<file path="src/rtl/core/rcs_pkg.sv">
// rcs_pkg: shared types and constants for the relay candidate selector.
// No dependencies; every rtl/core file but rcs_fifo refers to it by scoped names.
package rcs_pkg;

   // Command codes on the request channel
   typedef enum logic [1:0] {
      CMD_OPEN  = 2'd0,
      CMD_INFO  = 2'd1,
      CMD_CLOSE = 2'd2,
      CMD_NOP   = 2'd3
   } cmd_type;

   // Configuration register indexes
   localparam logic [1:0] CSR_OWN_POS_X  = 2'd0;
   localparam logic [1:0] CSR_OWN_POS_Y  = 2'd1;
   localparam logic [1:0] CSR_OWN_DIST   = 2'd2;

   // Classified operation handed from front to back
   typedef enum logic [3:0] {
      KIND_OPEN  = 4'b0001,
      KIND_INFO  = 4'b0010,
      KIND_CLOSE = 4'b0100,
      KIND_NOP   = 4'b1000
   } kind_type;

   typedef struct packed {
      kind_type    kind;
      logic [15:0] addr;
      logic        is_base;
      logic [15:0] energy;
      logic [15:0] pos_x;
      logic [15:0] pos_y;
      logic [15:0] dcb;
   } item_type;

   typedef struct packed {
      logic [15:0] relay_addr;
      logic [15:0] base_addr;
      logic [15:0] dest_addr;
      logic        dest_valid;
      logic        took;
   } result_type;

   // Arithmetic unit operations
   typedef enum logic {
      SOP_SQRT  = 1'b0,
      SOP_SCORE = 1'b1
   } sop_type;

   typedef struct packed {
      logic        start;
      sop_type     op;
      logic [15:0] ax;
      logic [15:0] ay;
      logic [15:0] bx;
      logic [15:0] by;
      logic [15:0] energy;
      logic [16:0] dnode;
      logic [15:0] dbase;
      logic [15:0] dcand;
   } score_req_type;

   typedef struct packed {
      logic               done;
      logic [16:0]        root;
      logic signed [23:0] score;
   } score_rsp_type;

   localparam logic signed [23:0] SCORE_MIN = 24'sh800000;
   localparam logic signed [23:0] SCORE_MAX = 24'sh7FFFFF;

endpackage

</file>
<file path="src/rtl/core/relay_candidate_selector.sv">
// relay_candidate_selector: top level; configuration registers and wiring.
// Depends on rcs_pkg, rcs_front, rcs_score, rcs_back and rcs_fifo.
//
//   channel  handshake          payload
//   req      req_push/req_full  command, cand_* fields
//   rsp      rsp_empty/rsp_pop  relay_addr, base_addr, dest_addr, dest_valid, took
//   csr      csr_valid/ready    csr_index, csr_wdata
//
// Open, close, no-op and ignored relay-info words are handled in the back end's idle state.
// A relay-info word taken as the first relay needs only the 17-step square root.
// A scored relay-info word needs the square root and two scores, each of two
// 49-step divisions and a 48-step shift-add product unless a divisor is zero.
// Two-entry queues sit before and after the back end; reset is synchronous.
module relay_candidate_selector (
   input  logic        clock,
   input  logic        reset,
   input  logic        req_push,
   output logic        req_full,
   input  logic [1:0]  req_command,
   input  logic [15:0] req_cand_addr,
   input  logic        req_cand_is_base,
   input  logic [15:0] req_cand_energy,
   input  logic [15:0] req_cand_pos_x,
   input  logic [15:0] req_cand_pos_y,
   input  logic [15:0] req_cand_dist_to_base,
   output logic        rsp_empty,
   input  logic        rsp_pop,
   output logic [15:0] rsp_relay_addr,
   output logic [15:0] rsp_base_addr,
   output logic [15:0] rsp_dest_addr,
   output logic        rsp_dest_valid,
   output logic        rsp_took_candidate,
   input  logic        csr_valid,
   output logic        csr_ready,
   input  logic [1:0]  csr_index,
   input  logic [15:0] csr_wdata
);

   logic [15:0]            own_x_ff, own_y_ff, own_dist_ff;
   rcs_pkg::item_type      item;
   logic                   item_empty, item_pop;
   rcs_pkg::score_req_type sreq;
   rcs_pkg::score_rsp_type srsp;
   rcs_pkg::result_type    res, res_out;
   logic                   res_push, res_full;
   logic [$bits(rcs_pkg::result_type)-1:0] res_rdata;

   assign csr_ready = 1'b1;

   // Write configuration registers
   always_ff @(posedge clock) begin
      if (reset) begin
         own_x_ff    <= 16'd0;
         own_y_ff    <= 16'd0;
         own_dist_ff <= 16'd0;
      end else if (csr_valid) begin
         unique case (csr_index)
            rcs_pkg::CSR_OWN_POS_X: own_x_ff    <= csr_wdata;
            rcs_pkg::CSR_OWN_POS_Y: own_y_ff    <= csr_wdata;
            rcs_pkg::CSR_OWN_DIST:  own_dist_ff <= csr_wdata;
            default: ;
         endcase
      end
   end

   rcs_front u_front (
      .clock             (clock),
      .reset             (reset),
      .req_push          (req_push),
      .req_full          (req_full),
      .command           (req_command),
      .cand_addr         (req_cand_addr),
      .cand_is_base      (req_cand_is_base),
      .cand_energy       (req_cand_energy),
      .cand_pos_x        (req_cand_pos_x),
      .cand_pos_y        (req_cand_pos_y),
      .cand_dist_to_base (req_cand_dist_to_base),
      .item_pop          (item_pop),
      .item              (item),
      .item_empty        (item_empty)
   );

   rcs_score u_score (
      .clock (clock),
      .reset (reset),
      .sreq  (sreq),
      .srsp  (srsp)
   );

   rcs_back u_back (
      .clock      (clock),
      .reset      (reset),
      .item       (item),
      .item_empty (item_empty),
      .item_pop   (item_pop),
      .own_pos_x  (own_x_ff),
      .own_pos_y  (own_y_ff),
      .own_dist   (own_dist_ff),
      .sreq       (sreq),
      .srsp       (srsp),
      .res_full   (res_full),
      .res_push   (res_push),
      .res        (res)
   );

   rcs_fifo #(
      .Width ($bits(rcs_pkg::result_type))
   ) u_rsp_queue (
      .clock (clock),
      .reset (reset),
      .push  (res_push),
      .wdata (res),
      .full  (res_full),
      .pop   (rsp_pop),
      .rdata (res_rdata),
      .empty (rsp_empty)
   );

   assign res_out            = rcs_pkg::result_type'(res_rdata);
   assign rsp_relay_addr     = res_out.relay_addr;
   assign rsp_base_addr      = res_out.base_addr;
   assign rsp_dest_addr      = res_out.dest_addr;
   assign rsp_dest_valid     = res_out.dest_valid;
   assign rsp_took_candidate = res_out.took;

endmodule

</file>
<file path="src/rtl/core/rcs_fifo.sv">
// rcs_fifo: two-entry queue of Width-bit words.
// No dependencies.
module rcs_fifo #(
   parameter int Width = 8
) (
   input  logic             clock,
   input  logic             reset,
   input  logic             push,
   input  logic [Width-1:0] wdata,
   output logic             full,
   input  logic             pop,
   output logic [Width-1:0] rdata,
   output logic             empty
);

   logic [Width-1:0] mem_ff [2];
   logic             wr_ptr_ff, wr_ptr_in;
   logic             rd_ptr_ff, rd_ptr_in;
   logic [1:0]       count_ff, count_in;
   logic             do_push, do_pop;

   assign full    = (count_ff == 2'd2);
   assign empty   = (count_ff == 2'd0);
   assign rdata   = mem_ff[rd_ptr_ff];
   assign do_push = push & ~full;
   assign do_pop  = pop & ~empty;

   // Advance pointers and fill count
   always_comb begin
      wr_ptr_in = do_push ? ~wr_ptr_ff : wr_ptr_ff;
      rd_ptr_in = do_pop  ? ~rd_ptr_ff : rd_ptr_ff;
      count_in  = count_ff + {1'b0, do_push} - {1'b0, do_pop};
   end

   always_ff @(posedge clock) begin
      if (reset) begin
         wr_ptr_ff <= 1'b0;
         rd_ptr_ff <= 1'b0;
         count_ff  <= 2'd0;
      end else begin
         wr_ptr_ff <= wr_ptr_in;
         rd_ptr_ff <= rd_ptr_in;
         count_ff  <= count_in;
      end
   end

   // Store the word
   always_ff @(posedge clock) begin
      if (do_push) begin
         mem_ff[wr_ptr_ff] <= wdata;
      end
   end

endmodule

</file>
<file path="src/rtl/core/rcs_front.sv">
// rcs_front: accepts request words, classifies the command, queues the item.
// Depends on rcs_pkg and rcs_fifo.
module rcs_front (
   input  logic               clock,
   input  logic               reset,
   input  logic               req_push,
   output logic               req_full,
   input  logic [1:0]         command,
   input  logic [15:0]        cand_addr,
   input  logic               cand_is_base,
   input  logic [15:0]        cand_energy,
   input  logic [15:0]        cand_pos_x,
   input  logic [15:0]        cand_pos_y,
   input  logic [15:0]        cand_dist_to_base,
   input  logic               item_pop,
   output rcs_pkg::item_type  item,
   output logic               item_empty
);

   rcs_pkg::item_type item_w;
   logic [$bits(rcs_pkg::item_type)-1:0] rdata;

   // Classify the command
   always_comb begin
      item_w.addr    = cand_addr;
      item_w.is_base = cand_is_base;
      item_w.energy  = cand_energy;
      item_w.pos_x   = cand_pos_x;
      item_w.pos_y   = cand_pos_y;
      item_w.dcb     = cand_dist_to_base;
      unique case (rcs_pkg::cmd_type'(command))
         rcs_pkg::CMD_OPEN:  item_w.kind = rcs_pkg::KIND_OPEN;
         rcs_pkg::CMD_INFO:  item_w.kind = rcs_pkg::KIND_INFO;
         rcs_pkg::CMD_CLOSE: item_w.kind = rcs_pkg::KIND_CLOSE;
         default:            item_w.kind = rcs_pkg::KIND_NOP;
      endcase
   end

   rcs_fifo #(
      .Width ($bits(rcs_pkg::item_type))
   ) u_queue (
      .clock (clock),
      .reset (reset),
      .push  (req_push),
      .wdata (item_w),
      .full  (req_full),
      .pop   (item_pop),
      .rdata (rdata),
      .empty (item_empty)
   );

   assign item = rcs_pkg::item_type'(rdata);

endmodule

</file>
<file path="src/rtl/core/rcs_score.sv">
// rcs_score: iterative arithmetic unit: distance square root and relay score.
// Shares one 17x17 multiplier and one restoring divider; depends on rcs_pkg.
module rcs_score (
   input  logic                    clock,
   input  logic                    reset,
   input  rcs_pkg::score_req_type  sreq,
   output rcs_pkg::score_rsp_type  srsp
);

   typedef enum logic [6:0] {
      S_IDLE  = 7'b0000001,
      S_MUL   = 7'b0000010,
      S_PREP  = 7'b0000100,
      S_SQRT  = 7'b0001000,
      S_DIV_R = 7'b0010000,
      S_DIV_C = 7'b0100000,
      S_PROD  = 7'b1000000
   } state_type;

   state_type              state_ff, state_in;
   rcs_pkg::score_req_type opd_ff, opd_in;
   logic [2:0]             step_ff, step_in;
   logic [5:0]             cnt_ff, cnt_in;
   logic [33:0]            prod_ff [5];
   logic [16:0]            mul_a, mul_b;
   logic [33:0]            mul_p;
   logic [15:0]            abs_dx, abs_dy;
   logic                   mul_last;
   logic [33:0]            sq_src_ff, sq_src_in;
   logic [18:0]            sq_rem_ff, sq_rem_in;
   logic [16:0]            root_ff, root_in;
   logic [20:0]            sq_t, sq_trial, sq_diff;
   logic                   sq_ge;
   logic [32:0]            rem_ff, rem_in;
   logic [48:0]            dq_ff, dq_in;
   logic [32:0]            div_ff, div_in;
   logic [33:0]            div_t, div_r;
   logic                   div_ge;
   logic [48:0]            div_q;
   logic [35:0]            num_ff, num_in;
   logic [35:0]            mag36;
   logic                   neg_ff, neg_in;
   logic [41:0]            r_ff, r_in;
   logic [47:0]            cm_ff, cm_in;
   logic [36:0]            acc_ff, acc_in;
   logic                   sat_ff, sat_in;
   logic [42:0]            pp;
   logic [23:0]            pmag;
   logic signed [23:0]     score_ff, score_in;
   logic                   done_ff, done_in;

   // Shared multiplier operand select
   always_comb begin
      abs_dx = (opd_ff.ax >= opd_ff.bx) ? opd_ff.ax - opd_ff.bx : opd_ff.bx - opd_ff.ax;
      abs_dy = (opd_ff.ay >= opd_ff.by) ? opd_ff.ay - opd_ff.by : opd_ff.by - opd_ff.ay;
      if (opd_ff.op == rcs_pkg::SOP_SQRT) begin
         mul_last = (step_ff == 3'd1);
         if (step_ff == 3'd0) begin
            mul_a = {1'b0, abs_dx};
            mul_b = {1'b0, abs_dx};
         end else begin
            mul_a = {1'b0, abs_dy};
            mul_b = {1'b0, abs_dy};
         end
      end else begin
         mul_last = (step_ff == 3'd4);
         unique case (step_ff)
            3'd0: begin
               mul_a = {1'b0, opd_ff.energy};
               mul_b = opd_ff.dnode;
            end
            3'd1: begin
               mul_a = opd_ff.dnode;
               mul_b = opd_ff.dnode;
            end
            3'd2: begin
               mul_a = {1'b0, opd_ff.dbase};
               mul_b = {1'b0, opd_ff.dbase};
            end
            3'd3: begin
               mul_a = {1'b0, opd_ff.dcand};
               mul_b = {1'b0, opd_ff.dcand};
            end
            default: begin
               mul_a = {1'b0, opd_ff.dcand};
               mul_b = {1'b0, opd_ff.dbase};
            end
         endcase
      end
      mul_p = mul_a * mul_b;
   end

   // Square root digit step: two radicand bits per cycle
   always_comb begin
      sq_t     = {sq_rem_ff, sq_src_ff[33:32]};
      sq_trial = {2'b00, root_ff, 2'b01};
      sq_ge    = (sq_t >= sq_trial);
      sq_diff  = sq_t - sq_trial;
      sq_rem_in = sq_ge ? sq_diff[18:0] : sq_t[18:0];
      root_in   = {root_ff[15:0], sq_ge};
   end

   // Restoring divider step: one quotient bit per cycle
   always_comb begin
      div_t  = {rem_ff, dq_ff[48]};
      div_ge = (div_t >= {1'b0, div_ff});
      div_r  = div_ge ? div_t - {1'b0, div_ff} : div_t;
      div_q  = {dq_ff[47:0], div_ge};
   end

   // Shift-add product step with sticky saturation
   always_comb begin
      pp   = {5'd0, acc_ff, 1'b0} + (cm_ff[47] ? {1'b0, r_ff} : 43'd0);
      pmag = {1'b0, pp[36:14]};
   end

   assign mag36 = num_ff[35] ? (36'd0 - num_ff) : num_ff;

   // Sequence the operation
   always_comb begin
      state_in  = state_ff;
      opd_in    = opd_ff;
      step_in   = step_ff;
      cnt_in    = cnt_ff;
      sq_src_in = sq_src_ff;
      rem_in    = rem_ff;
      dq_in     = dq_ff;
      div_in    = div_ff;
      num_in    = num_ff;
      neg_in    = neg_ff;
      r_in      = r_ff;
      cm_in     = cm_ff;
      acc_in    = acc_ff;
      sat_in    = sat_ff;
      score_in  = score_ff;
      done_in   = 1'b0;
      unique case (state_ff)
         S_IDLE: begin
            if (sreq.start) begin
               opd_in   = sreq;
               step_in  = 3'd0;
               state_in = S_MUL;
            end
         end
         S_MUL: begin
            step_in = step_ff + 3'd1;
            if (mul_last) begin
               state_in = S_PREP;
            end
         end
         S_PREP: begin
            cnt_in = 6'd0;
            if (opd_ff.op == rcs_pkg::SOP_SQRT) begin
               sq_src_in = prod_ff[0] + prod_ff[1];
               state_in  = S_SQRT;
            end else if (opd_ff.dcand == 16'd0 || opd_ff.dbase == 16'd0) begin
               score_in = rcs_pkg::SCORE_MIN;
               done_in  = 1'b1;
               state_in = S_IDLE;
            end else begin
               rem_in   = 33'd0;
               dq_in    = {8'd0, prod_ff[0][32:0], 8'd0};
               div_in   = {17'd0, opd_ff.dcand};
               num_in   = {2'b00, prod_ff[1]} + {4'd0, prod_ff[2][31:0]}
                          - {4'd0, prod_ff[3][31:0]};
               state_in = S_DIV_R;
            end
         end
         S_SQRT: begin
            sq_src_in = {sq_src_ff[31:0], 2'b00};
            cnt_in    = cnt_ff + 6'd1;
            if (cnt_ff == 6'd16) begin
               done_in  = 1'b1;
               state_in = S_IDLE;
            end
         end
         S_DIV_R: begin
            rem_in = div_r[32:0];
            dq_in  = div_q;
            cnt_in = cnt_ff + 6'd1;
            if (cnt_ff == 6'd48) begin
               r_in     = div_q[41:0];
               neg_in   = num_ff[35];
               rem_in   = 33'd0;
               dq_in    = {1'b0, mag36[33:0], 14'd0};
               div_in   = {prod_ff[4][31:0], 1'b0};
               cnt_in   = 6'd0;
               state_in = S_DIV_C;
            end
         end
         S_DIV_C: begin
            rem_in = div_r[32:0];
            dq_in  = div_q;
            cnt_in = cnt_ff + 6'd1;
            if (cnt_ff == 6'd48) begin
               cm_in    = div_q[47:0];
               acc_in   = 37'd0;
               sat_in   = 1'b0;
               cnt_in   = 6'd0;
               state_in = S_PROD;
            end
         end
         S_PROD: begin
            acc_in = pp[36:0];
            sat_in = sat_ff | (pp[42:37] != 6'd0);
            cm_in  = {cm_ff[46:0], 1'b0};
            cnt_in = cnt_ff + 6'd1;
            if (cnt_ff == 6'd47) begin
               if (sat_in) begin
                  score_in = neg_ff ? rcs_pkg::SCORE_MIN : rcs_pkg::SCORE_MAX;
               end else begin
                  score_in = neg_ff ? $signed(24'd0 - pmag) : $signed(pmag);
               end
               done_in  = 1'b1;
               state_in = S_IDLE;
            end
         end
         default: begin
            state_in = S_IDLE;
         end
      endcase
   end

   always_ff @(posedge clock) begin
      if (reset) begin
         state_ff <= S_IDLE;
         done_ff  <= 1'b0;
      end else begin
         state_ff <= state_in;
         done_ff  <= done_in;
      end
   end

   // Hold datapath registers
   always_ff @(posedge clock) begin
      opd_ff    <= opd_in;
      step_ff   <= step_in;
      cnt_ff    <= cnt_in;
      sq_src_ff <= sq_src_in;
      rem_ff    <= rem_in;
      dq_ff     <= dq_in;
      div_ff    <= div_in;
      num_ff    <= num_in;
      neg_ff    <= neg_in;
      r_ff      <= r_in;
      cm_ff     <= cm_in;
      acc_ff    <= acc_in;
      sat_ff    <= sat_in;
      score_ff  <= score_in;
      if (state_ff == S_MUL) begin
         prod_ff[step_ff] <= mul_p;
      end
      if (state_ff == S_PREP) begin
         sq_rem_ff <= 19'd0;
         root_ff   <= 17'd0;
      end else if (state_ff == S_SQRT) begin
         sq_rem_ff <= sq_rem_in;
         root_ff   <= root_in;
      end
   end

   assign srsp.done  = done_ff;
   assign srsp.root  = root_ff;
   assign srsp.score = score_ff;

endmodule

</file>
<file path="src/rtl/core/rcs_back.sv">
// rcs_back: window, base and relay state; carries out queued items.
// Depends on rcs_pkg and rcs_score (through the srsp/sreq structs).
module rcs_back (
   input  logic                    clock,
   input  logic                    reset,
   input  rcs_pkg::item_type       item,
   input  logic                    item_empty,
   output logic                    item_pop,
   input  logic [15:0]             own_pos_x,
   input  logic [15:0]             own_pos_y,
   input  logic [15:0]             own_dist,
   output rcs_pkg::score_req_type  sreq,
   input  rcs_pkg::score_rsp_type  srsp,
   input  logic                    res_full,
   output logic                    res_push,
   output rcs_pkg::result_type     res
);

   typedef enum logic [3:0] {
      B_IDLE = 4'b0001,
      B_SQRT = 4'b0010,
      B_CUR  = 4'b0100,
      B_CAND = 4'b1000
   } state_type;

   state_type          state_ff, state_in;
   rcs_pkg::item_type  item_ff, item_in;
   logic               window_ff, window_in;
   logic [15:0]        base_ff, base_in;
   logic [15:0]        relay_ff, relay_in;
   logic [15:0]        renergy_ff, renergy_in;
   logic [15:0]        rdist_ff, rdist_in;
   logic [16:0]        rd_ff, rd_in;
   logic [16:0]        d_ff, d_in;
   logic signed [23:0] cur_ff, cur_in;
   logic               take;
   logic [16:0]        take_d;

   always_comb begin
      state_in   = state_ff;
      item_in    = item_ff;
      window_in  = window_ff;
      base_in    = base_ff;
      relay_in   = relay_ff;
      renergy_in = renergy_ff;
      rdist_in   = rdist_ff;
      rd_in      = rd_ff;
      d_in       = d_ff;
      cur_in     = cur_ff;
      item_pop   = 1'b0;
      res_push   = 1'b0;
      res        = '0;
      take       = 1'b0;
      take_d     = d_ff;
      sreq       = '0;
      sreq.op     = rcs_pkg::SOP_SCORE;
      sreq.ax     = own_pos_x;
      sreq.ay     = own_pos_y;
      sreq.bx     = item.pos_x;
      sreq.by     = item.pos_y;
      sreq.dbase  = own_dist;
      sreq.energy = item_ff.energy;
      sreq.dnode  = d_ff;
      sreq.dcand  = item_ff.dcb;
      unique case (state_ff)
         B_IDLE: begin
            if (!item_empty && !res_full) begin
               item_pop = 1'b1;
               item_in  = item;
               unique case (item.kind)
                  rcs_pkg::KIND_OPEN: begin
                     relay_in  = 16'd0;
                     window_in = 1'b1;
                     res_push  = 1'b1;
                  end
                  rcs_pkg::KIND_CLOSE: begin
                     // Report base first, then relay
                     if (base_ff != 16'd0) begin
                        res.dest_addr  = base_ff;
                        res.dest_valid = 1'b1;
                     end else if (relay_ff != 16'd0) begin
                        res.dest_addr  = relay_ff;
                        res.dest_valid = 1'b1;
                     end
                     window_in = 1'b0;
                     relay_in  = 16'd0;
                     res_push  = 1'b1;
                  end
                  rcs_pkg::KIND_INFO: begin
                     priority if (!window_ff) begin
                        res_push = 1'b1;
                     end else if (item.is_base) begin
                        base_in  = item.addr;
                        res.took = 1'b1;
                        res_push = 1'b1;
                     end else if (base_ff != 16'd0) begin
                        res_push = 1'b1;
                     end else begin
                        sreq.start = 1'b1;
                        sreq.op    = rcs_pkg::SOP_SQRT;
                        state_in   = B_SQRT;
                     end
                  end
                  default: begin
                     res_push = 1'b1;
                  end
               endcase
            end
         end
         B_SQRT: begin
            if (srsp.done) begin
               d_in = srsp.root;
               if (relay_ff == 16'd0) begin
                  take     = 1'b1;
                  take_d   = srsp.root;
                  state_in = B_IDLE;
               end else begin
                  // Score the current relay first
                  sreq.start  = 1'b1;
                  sreq.energy = renergy_ff;
                  sreq.dnode  = rd_ff;
                  sreq.dcand  = rdist_ff;
                  state_in    = B_CUR;
               end
            end
         end
         B_CUR: begin
            if (srsp.done) begin
               cur_in     = srsp.score;
               sreq.start = 1'b1;
               state_in   = B_CAND;
            end
         end
         B_CAND: begin
            if (srsp.done) begin
               take     = (srsp.score > cur_ff);
               res_push = ~take;
               state_in = B_IDLE;
            end
         end
         default: begin
            state_in = B_IDLE;
         end
      endcase

      // Store the candidate as relay
      if (take) begin
         relay_in   = item_ff.addr;
         renergy_in = item_ff.energy;
         rdist_in   = item_ff.dcb;
         rd_in      = take_d;
         res.took   = 1'b1;
         res_push   = 1'b1;
      end
      res.relay_addr = relay_in;
      res.base_addr  = base_in;
   end

   always_ff @(posedge clock) begin
      if (reset) begin
         state_ff   <= B_IDLE;
         window_ff  <= 1'b0;
         base_ff    <= 16'd0;
         relay_ff   <= 16'd0;
         renergy_ff <= 16'd0;
         rdist_ff   <= 16'd0;
         rd_ff      <= 17'd0;
      end else begin
         state_ff   <= state_in;
         window_ff  <= window_in;
         base_ff    <= base_in;
         relay_ff   <= relay_in;
         renergy_ff <= renergy_in;
         rdist_ff   <= rdist_in;
         rd_ff      <= rd_in;
      end
   end

   // Hold the item in work and intermediate results
   always_ff @(posedge clock) begin
      item_ff <= item_in;
      d_ff    <= d_in;
      cur_ff  <= cur_in;
   end

endmodule

</file>
<file path="config.mk">
export PLATFORM = sky130hd
export DESIGN_NAME = relay_candidate_selector
export DESIGN_NICKNAME = d
export VERILOG_FILES = /design/src/rtl/core/rcs_pkg.sv /design/src/rtl/core/relay_candidate_selector.sv /design/src/rtl/core/rcs_fifo.sv /design/src/rtl/core/rcs_front.sv /design/src/rtl/core/rcs_score.sv /design/src/rtl/core/rcs_back.sv
export SDC_FILE = /design/constraint.sdc
export NUM_CORES = 2
export LEC_CHECK = 0
export ABC_AREA = 1
export BUFFER_PORTS_ARGS = -buffer_cell sky130_fd_sc_hd__buf_4
export CAP_MARGIN = 10
export CORE_MARGIN = 4
export CORE_UTILIZATION = 55
export CTS_BUF_LIST = sky130_fd_sc_hd__clkbuf_16
export DETAILED_ROUTE_END_ITERATION = 10
export PLACE_DENSITY_LB_ADDON = 0.05
export REMOVE_ABC_BUFFERS = 1
export SLEW_MARGIN = 15
export SYNTH_ARGS = -nofsm -noshare
export SYNTH_HDL_FRONTEND = slang
export SYNTH_SLANG_ARGS = --single-unit
export TNS_END_PERCENT = 50
</file>
<file path="constraint.sdc">
create_clock -name clock -period 15.1 [get_ports clock]
set_input_delay 2.265 -clock clock [delete_from_list [all_inputs] [get_ports clock]]
set_output_delay 2.265 -clock clock [all_outputs]
set_load 0.005 [all_outputs]
</file>
## After elaboration in Yosys (flattened, before gate mapping)

Memories as Yosys holds them, arrays and structs flattened. A register that Yosys moved wholly into a read port is not among the register bits.
Cells that the tools add are included.

- Input bits: 106
- Word-level logic and storage cells: 313
- Memories kept: 3
- Bits in read-only memories: 0
- Latch bits: 0
- RAM bits: 440
- Bits in registers: 752
- Output and inout bits: 53

- $add $sub $neg: 18
- $mul: 1
- Reduce and logical (&&, ||, !) cells: 46
- Divide/modulo/power cells: 0
- Mux-type cells: 129
- Order comparisons: 5
- Eq/ne operators: 45
- Shifts and indexed selects: 0
- Bitwise logic cells: 19

Memories:

| name | depth | width | read ports | clocked after memory_dff | write ports | line | RTL |
|---|---|---|---|---|---|---|---|
| u_front.u_queue.mem_ff | 2 | 85 | 1 | 1 | 1 | rcs_fifo.sv:16 | `logic [Width-1:0] mem_ff [2];` |
| u_score.prod_ff | 5 | 34 | 5 | 0 | 1 | rcs_score.sv:24 | `logic [33:0] prod_ff [5];` |
| u_rsp_queue.mem_ff | 2 | 50 | 1 | 1 | 1 | rcs_fifo.sv:16 |  |

Operator list:

| operator | number |
|---|---|
| two-way mux 33 bit | 10 |
| two-way mux 16 bit | 15 |
| two-way mux 49 bit | 3 |
| case mux 49 bit (3 select lines) | 1 |
| two-way mux 24 bit | 6 |
| two-way mux 17 bit | 8 |
| case mux 33 bit (3 select lines) | 1 |
| case mux 48 bit (2 select lines) | 1 |
| case mux 37 bit (2 select lines) | 1 |
| two-way mux 34 bit | 2 |
| case mux 34 bit (2 select lines) | 1 |
| case mux 33 bit (2 select lines) | 1 |
| subtractor 16 bit | 4 |
| case mux 17 bit (3 select lines) | 1 |
| two-way mux 7 bit | 7 |
| case mux 7 bit (7 select lines) | 1 |
| logical NOT 16 bit | 3 |
| two-way mux 48 bit | 1 |
| case mux 24 bit (2 select lines) | 1 |
| adder 38 x 43 -> 43 bit | 1 |
| two-way mux 42 bit | 1 |
| two-way mux 37 bit | 1 |
| two-way mux 18 bit | 2 |
| subtractor 36 x 32 -> 36 bit | 1 |
| other kinds (68) | 189 |

## Logic depth before layout (Yosys ltp)

- Depth in word-level cells: 11
- Mapped depth: 46
- Gate-level depth less buffers: 44

## By module

A second synthesis with hierarchy kept.

- Cells, all modules: 7787
- Area total of the unflattened synthesis: 72084.1 um^2

Modules (own cells, without submodules):

| module | area an instance (um^2) | instances | sequential area each (um^2) | cells an instance |
|---|---|---|---|---|
| rcs_score | 50582.3 | 1 | 20099.3 | 5853 |
| rcs_back | 8881.0 | 1 | 4394.2 | 1115 |
| rcs_fifo at u_front.u_queue | 6392.4 | 1 | 5205.0 | 303 |
| rcs_fifo at u_rsp_queue | 4116.4 | 1 | 3103.0 | 195 |
| relay_candidate_selector | 2085.8 | 1 | 960.9 | 314 |
| rcs_front | 26.3 | 1 | 0.0 | 7 |

## Least setup slack after synthesis

No wires, ideal clock.

- Path kind: reg-to-reg
- Start point: register u_back.state_ff[0]
- End point: register u_score.step_ff[0] (enable)
- Library setup time: 0.325 ns
- Data required time: 14.775 ns
- Cell stages (with the launch flop): 10
- Clock period less this slack: 8.396 ns
- Data arrival time: 8.071 ns
- Path slack: 6.704 ns
- Buffers on the path: 0
- Path through: dfxtp_1 -> nor2_1 -> nand3_1 -> nor2_1 -> inv_1 -> nand3_1 -> inv_1 -> nor2_1 -> inv_1 -> nand2_1

- Word-level cells in the longest chain between the ends: 4
- Elaborated cells between the ends (all ways): 6
- Classes of those cells: eq/ne (4); mux (1); reduce/logical (1)

Ends and longest elaborated chain:

| element | line | RTL |
|---|---|---|
| from (decl) | rcs_back.sv:26 | `state_type state_ff, state_in;` |
| from (signal assigned) | rcs_back.sv:169 | `state_ff <= state_in;` |
| equality test 4 x 3 -> 1 bit (tied with other cells) | rcs_back.sv:65 | `unique case (state_ff)` |
| case mux 1 bit (3 select lines) * | rcs_back.sv:65 |  |
| inequality test 2 bit (no source line) * | n/a |  |
| AND reduction 2 bit (no source line) * | n/a |  |
| to (signal assigned) | rcs_score.sv:237 | `step_ff <= step_in;` |
| to (decl) | rcs_score.sv:22 | `logic [2:0] step_ff, step_in;` |

Mark *: on every way between the ends. The rest lies on a longest branch, timed or not.
A chain may end at the register's enable or synchronous reset.

## Worst setup path after layout

- Start point: register u_score.step_ff[1]
- End point: memory u_score.prod_ff[3][26] (data pin)

- Word-level cells in the longest chain between the ends: 5
- Elaborated cells between the ends (all ways): 11
- Classes of those cells: mul (1); eq/ne (3); mux (5); reduce/logical (2)

Ends and longest elaborated chain:

| element | line | RTL |
|---|---|---|
| equality test 3 x 1 -> 1 bit / logical NOT 3 bit (equally long branches) | rcs_score.sv:67, rcs_score.sv:58 |  |
| OR reduction 2 bit (no source line) | n/a |  |
| case mux 17 bit (2 select lines) | rcs_score.sv:67 | `unique case (step_ff)` |
| two-way mux 17 bit | rcs_score.sv:56 | `if (opd_ff.op == rcs_pkg::SOP_SQRT) begin` |
| multiplier 17 x 17 -> 34 bit * | rcs_score.sv:90 | `mul_p = mul_a * mul_b;` |
| net u_score.mul_p[26] | rcs_score.sv:26 | `logic [33:0] mul_p;` |
| to (decl) | rcs_score.sv:24 |  |

Mark *: on every way through the listed nets, which the timed path passes. The rest lies on a longest branch.

==> results.py <==
metrics = {
    "critical_path": {
        "cpPeakStageDelay_ns": 0.75,
        "required_ns": 15.62,
        "arrival_ns": 9.64,
        "path_max_fanout": 30,
        "cpMostUsedCell": "fa_1",
        "worst_path_max_delay_cell": "a2111oi_0",
        "critPathLaunchType": "flip-flop",
        "rrSetupSlack_ns": 5.99,
        "endpoint_kind": "flip-flop",
        "worstSetupPathType": "reg -> reg",
    },
    "global_routing": {
        "grt_pass1_wl_mm": 293,
        "grt_use_total": 0.284,
        "grt_pass1_vias": 51400,
        "grt_overflow_total": 0,
        "grt_max_degree": 84,
        "antenna_found_initial": 2,
    },
    "route": {
        "initialDrtViolationCount": 4231,
        "via_per_inst": 5.54,
        "met1_length_mm": 84.7,
        "drt-total-wl_mm": 189,
        "dr.pass1.iters": 6,
        "drc_errors": 0,
        "wl_per_cell_um": 20.1,
        "ant_nets": 0,
        "top_layer": "met4",
        "dr_wl_met3_mm": 10.8,
        "met2_length_mm": 88.6,
        "vias": 52100,
    },
    "layout": {
        "drive_gt1_frac": 0.0848,
        "final_cells": 9411,
        "area_growth_pct": 10.0,
        "layout_commonest_cell": "nand2_1",
        "fin_nets": 8385,
        "layout_common_cells": "1544 x nand2_1, 1190 x inv_1, 999 x edfxtp_1, 663 x nor2_1, 523 x a21oi_1",
    },
    "synth": {
        "synth.ff_latch_count": 1187,
        "netlist_area_um2": 70300,
        "synthFlopType": "edfxtp_1",
        "yosys_warnings": 0,
        "syn_avg_cell_area_um2": 9.36,
        "synth_edf_count": 999,
        "yosysSeqAreaShare": 0.480,
        "synth_cell_types": 69,
        "async_reset_ff_frac": 0,
        "synth_cells": 7514,
    },
    "die": {
        "die_w_um": 366,
        "die_h_um": 366,
        "num_io_pins": 159,
        "core_um2": 126000,
        "die_area_um2": 134000,
        "core.rowCount": 130,
        "start_util": 0.557,
    },
    "timing": {
        "finClkSkew_ns": 0.0498,
        "hold_viol": 0,
        "fin_setup_tns_ns": 0,
        "rsz0062_at_grt": "no",
        "max_freq_mhz": 110,
        "tightest_slew_ns": 1.16,
        "final.period_utilization": 0.603,
        "setup_violations": 0,
        "drv_slew": 0,
        "min_period_ns": 9.11,
        "relSlewSlack": 0.229,
    },
    "clock_tree": {
        "cts_buffers": 130,
        "cts.sinks": 1187,
        "clk_pin_slew_ns": 0.06,
        "h-tree-depth": 4,
        "cts_root_buffer": "clkbuf_16",
        "postCtsSetupBuffers": 0,
        "cts_resized": 0,
        "insertion_delay_ns": 0.77,
        "holdBufCountCts": 0,
        "tritoncts": "yes",
        "cts.path.max_buffers": 3,
    },
    "power": {
        "power_frac_comb": 0.147,
        "p_per_area_nw_per_um2": 108,
        "ir_drop_mv": 0.131,
        "pwr-share-seq": 0.484,
        "p_switching_mw": 2.25,
        "p_int_mw": 6.11,
        "p_clk_frac": 0.369,
        "p_leak_nw": 33.5,
        "switching_share": 0.269,
    },
    "placement": {
        "dp_cells": 9171,
        "gp_congestion": 0.940,
        "io_buffers": 157,
        "hpwl_mm": 143,
    },
    "run_status": {
        "status": "completed",
    },
    "flow_run": {
        "maxCapViolations": 0,
    },
    "hold_path": {
        "min_path_type": "reg -> reg",
    },
}
[Yosys cell counts, types with 23 or more instances]
| cell | instances | share of area |
|---|---|---|
| nand2_1 | 1549 | 0.083 |
| inv_1 | 1158 | 0.062 |
| edfxtp_1 | 999 | 0.43 |
| nor2_1 | 675 | 0.036 |
| a21oi_1 | 523 | 0.037 |
| o21ai_0 | 458 | 0.033 |
| ha_1 | 393 | 0.070 |
| fa_1 | 233 | 0.066 |
| nand3_1 | 204 | 0.015 |
| dfxtp_1 | 188 | 0.054 |
| mux2_2 | 131 | 0.021 |
| xor2_1 | 127 | 0.016 |
| clkbuf_1 | 126 | 0.0067 |
| xnor2_1 | 78 | 0.0097 |
| nor3_1 | 51 | 0.0036 |
| nand4_1 | 50 | 0.0044 |
| a31oi_1 | 47 | 0.0042 |
| a21o_1 | 33 | 0.0035 |
| o211ai_1 | 33 | 0.0035 |
| o21bai_1 | 32 | 0.0034 |
| buf_2 | 30 | 0.0021 |
| nand2_2 | 28 | 0.0025 |
| o21ai_1 | 28 | 0.0020 |
| a211oi_1 | 27 | 0.0029 |
| a21boi_0 | 25 | 0.0027 |
| a22oi_1 | 25 | 0.0027 |
| nor4_1 | 24 | 0.0021 |
| inv_2 | 23 | 0.0012 |
[registers in the layout, indices dropped and copies added, names as in the netlist, 42 cells and up, named ones only]
name and cells:
u_score.opd_ff 130, u_score.cm_ff 48, u_score.dq_ff 49, u_back.item_ff 48, u_rsp_queue.mem_ff 100, u_front.u_queue.mem_ff 170, u_score.prod_ff 164, u_score.r_ff 42
[cell families after synthesis]
| family | synth area share |
|---|---|
| buf+inv | 0.0769 |
| fa+ha+maj | 0.136 |
| simple gates | 0.154 |
| other cells | 0.0000533 |
| mux | 0.0213 |
| flops | 0.480 |
| compound gates | 0.105 |
| xor+xnor | 0.0258 |
[worst max-delay path: cells and delay by family, from the launching register on]
family	cells	cell delay [ns]
flip-flops	1	0.50
adder cells (fa/ha/maj)	8	3.78
AND/OR/NAND/NOR	11	1.06
buffers and inverters	8	1.50
XOR/XNOR	1	0.34
AO/OA/AOI/OAI	6	1.67
[metrics by stage]
stage | util | instance area (um^2) | power, mW | setup slack (ns) | hold WS [ns]
2_1_floorplan | - | 69400 | 4.87 | 5.36 | 0.403
3_3_place_gp | 0.579 | 73100 | 5.33 | 6.34 | 0.408
3_5_place_dp | 0.579 | 73100 | 5.35 | 6.06 | 0.410
4_1_cts | 0.613 | 77300 | 8.44 | 6.00 | 0.426
5_1_grt | 0.613 | 77300 | 8.73 | 5.30 | 0.434
6_report | 0.613 | 77300 | 8.36 | 5.99 | 0.426
[worst paths after layout]
kind                                         start                      to  depth (start not counted)
worst max-delay path            u_score.step_ff[1]  u_score.prod_ff[3][26]                         34
worst min-delay path                   own_x_ff[9]     u_score.opd_ff[122]                          0
worst max register to register  u_score.step_ff[1]  u_score.prod_ff[3][26]                         34
worst min register to register         own_x_ff[9]     u_score.opd_ff[122]                          0
[power by group through the flow]
stage          Combinational (mW)  Clock [mW]  Sequential (mW)
2_1_floorplan               0.745           0             4.12
3_3_place_gp                 1.22           0             4.10
3_5_place_dp                 1.24           0             4.12
4_1_cts                      1.25        3.14             4.05
5_1_grt                      1.36        3.29             4.07
6_report                     1.23        3.08             4.05
[final cells by class]
class | instances | area (um^2)
Multi-Input combinational cell | 4940 | 31300
Clock inverter | 105 | 870
Fill cell | 10800 | 48900
Clock buffer | 133 | 3330
Antenna cell | 2 | 5.00
Tap cell | 1650 | 2060
Inverter | 1187 | 4460
Timing Repair Buffer | 207 | 1550
Sequential cell | 1187 | 33800
[layer usage]
layer	GRT usage	vias up
met3	0.0383	293
met1	0.397	25000
met2	0.466	1583
li1	-	25200
met4	0.0788	0
met5	0	-
Power figures use the tool's default switching activity.
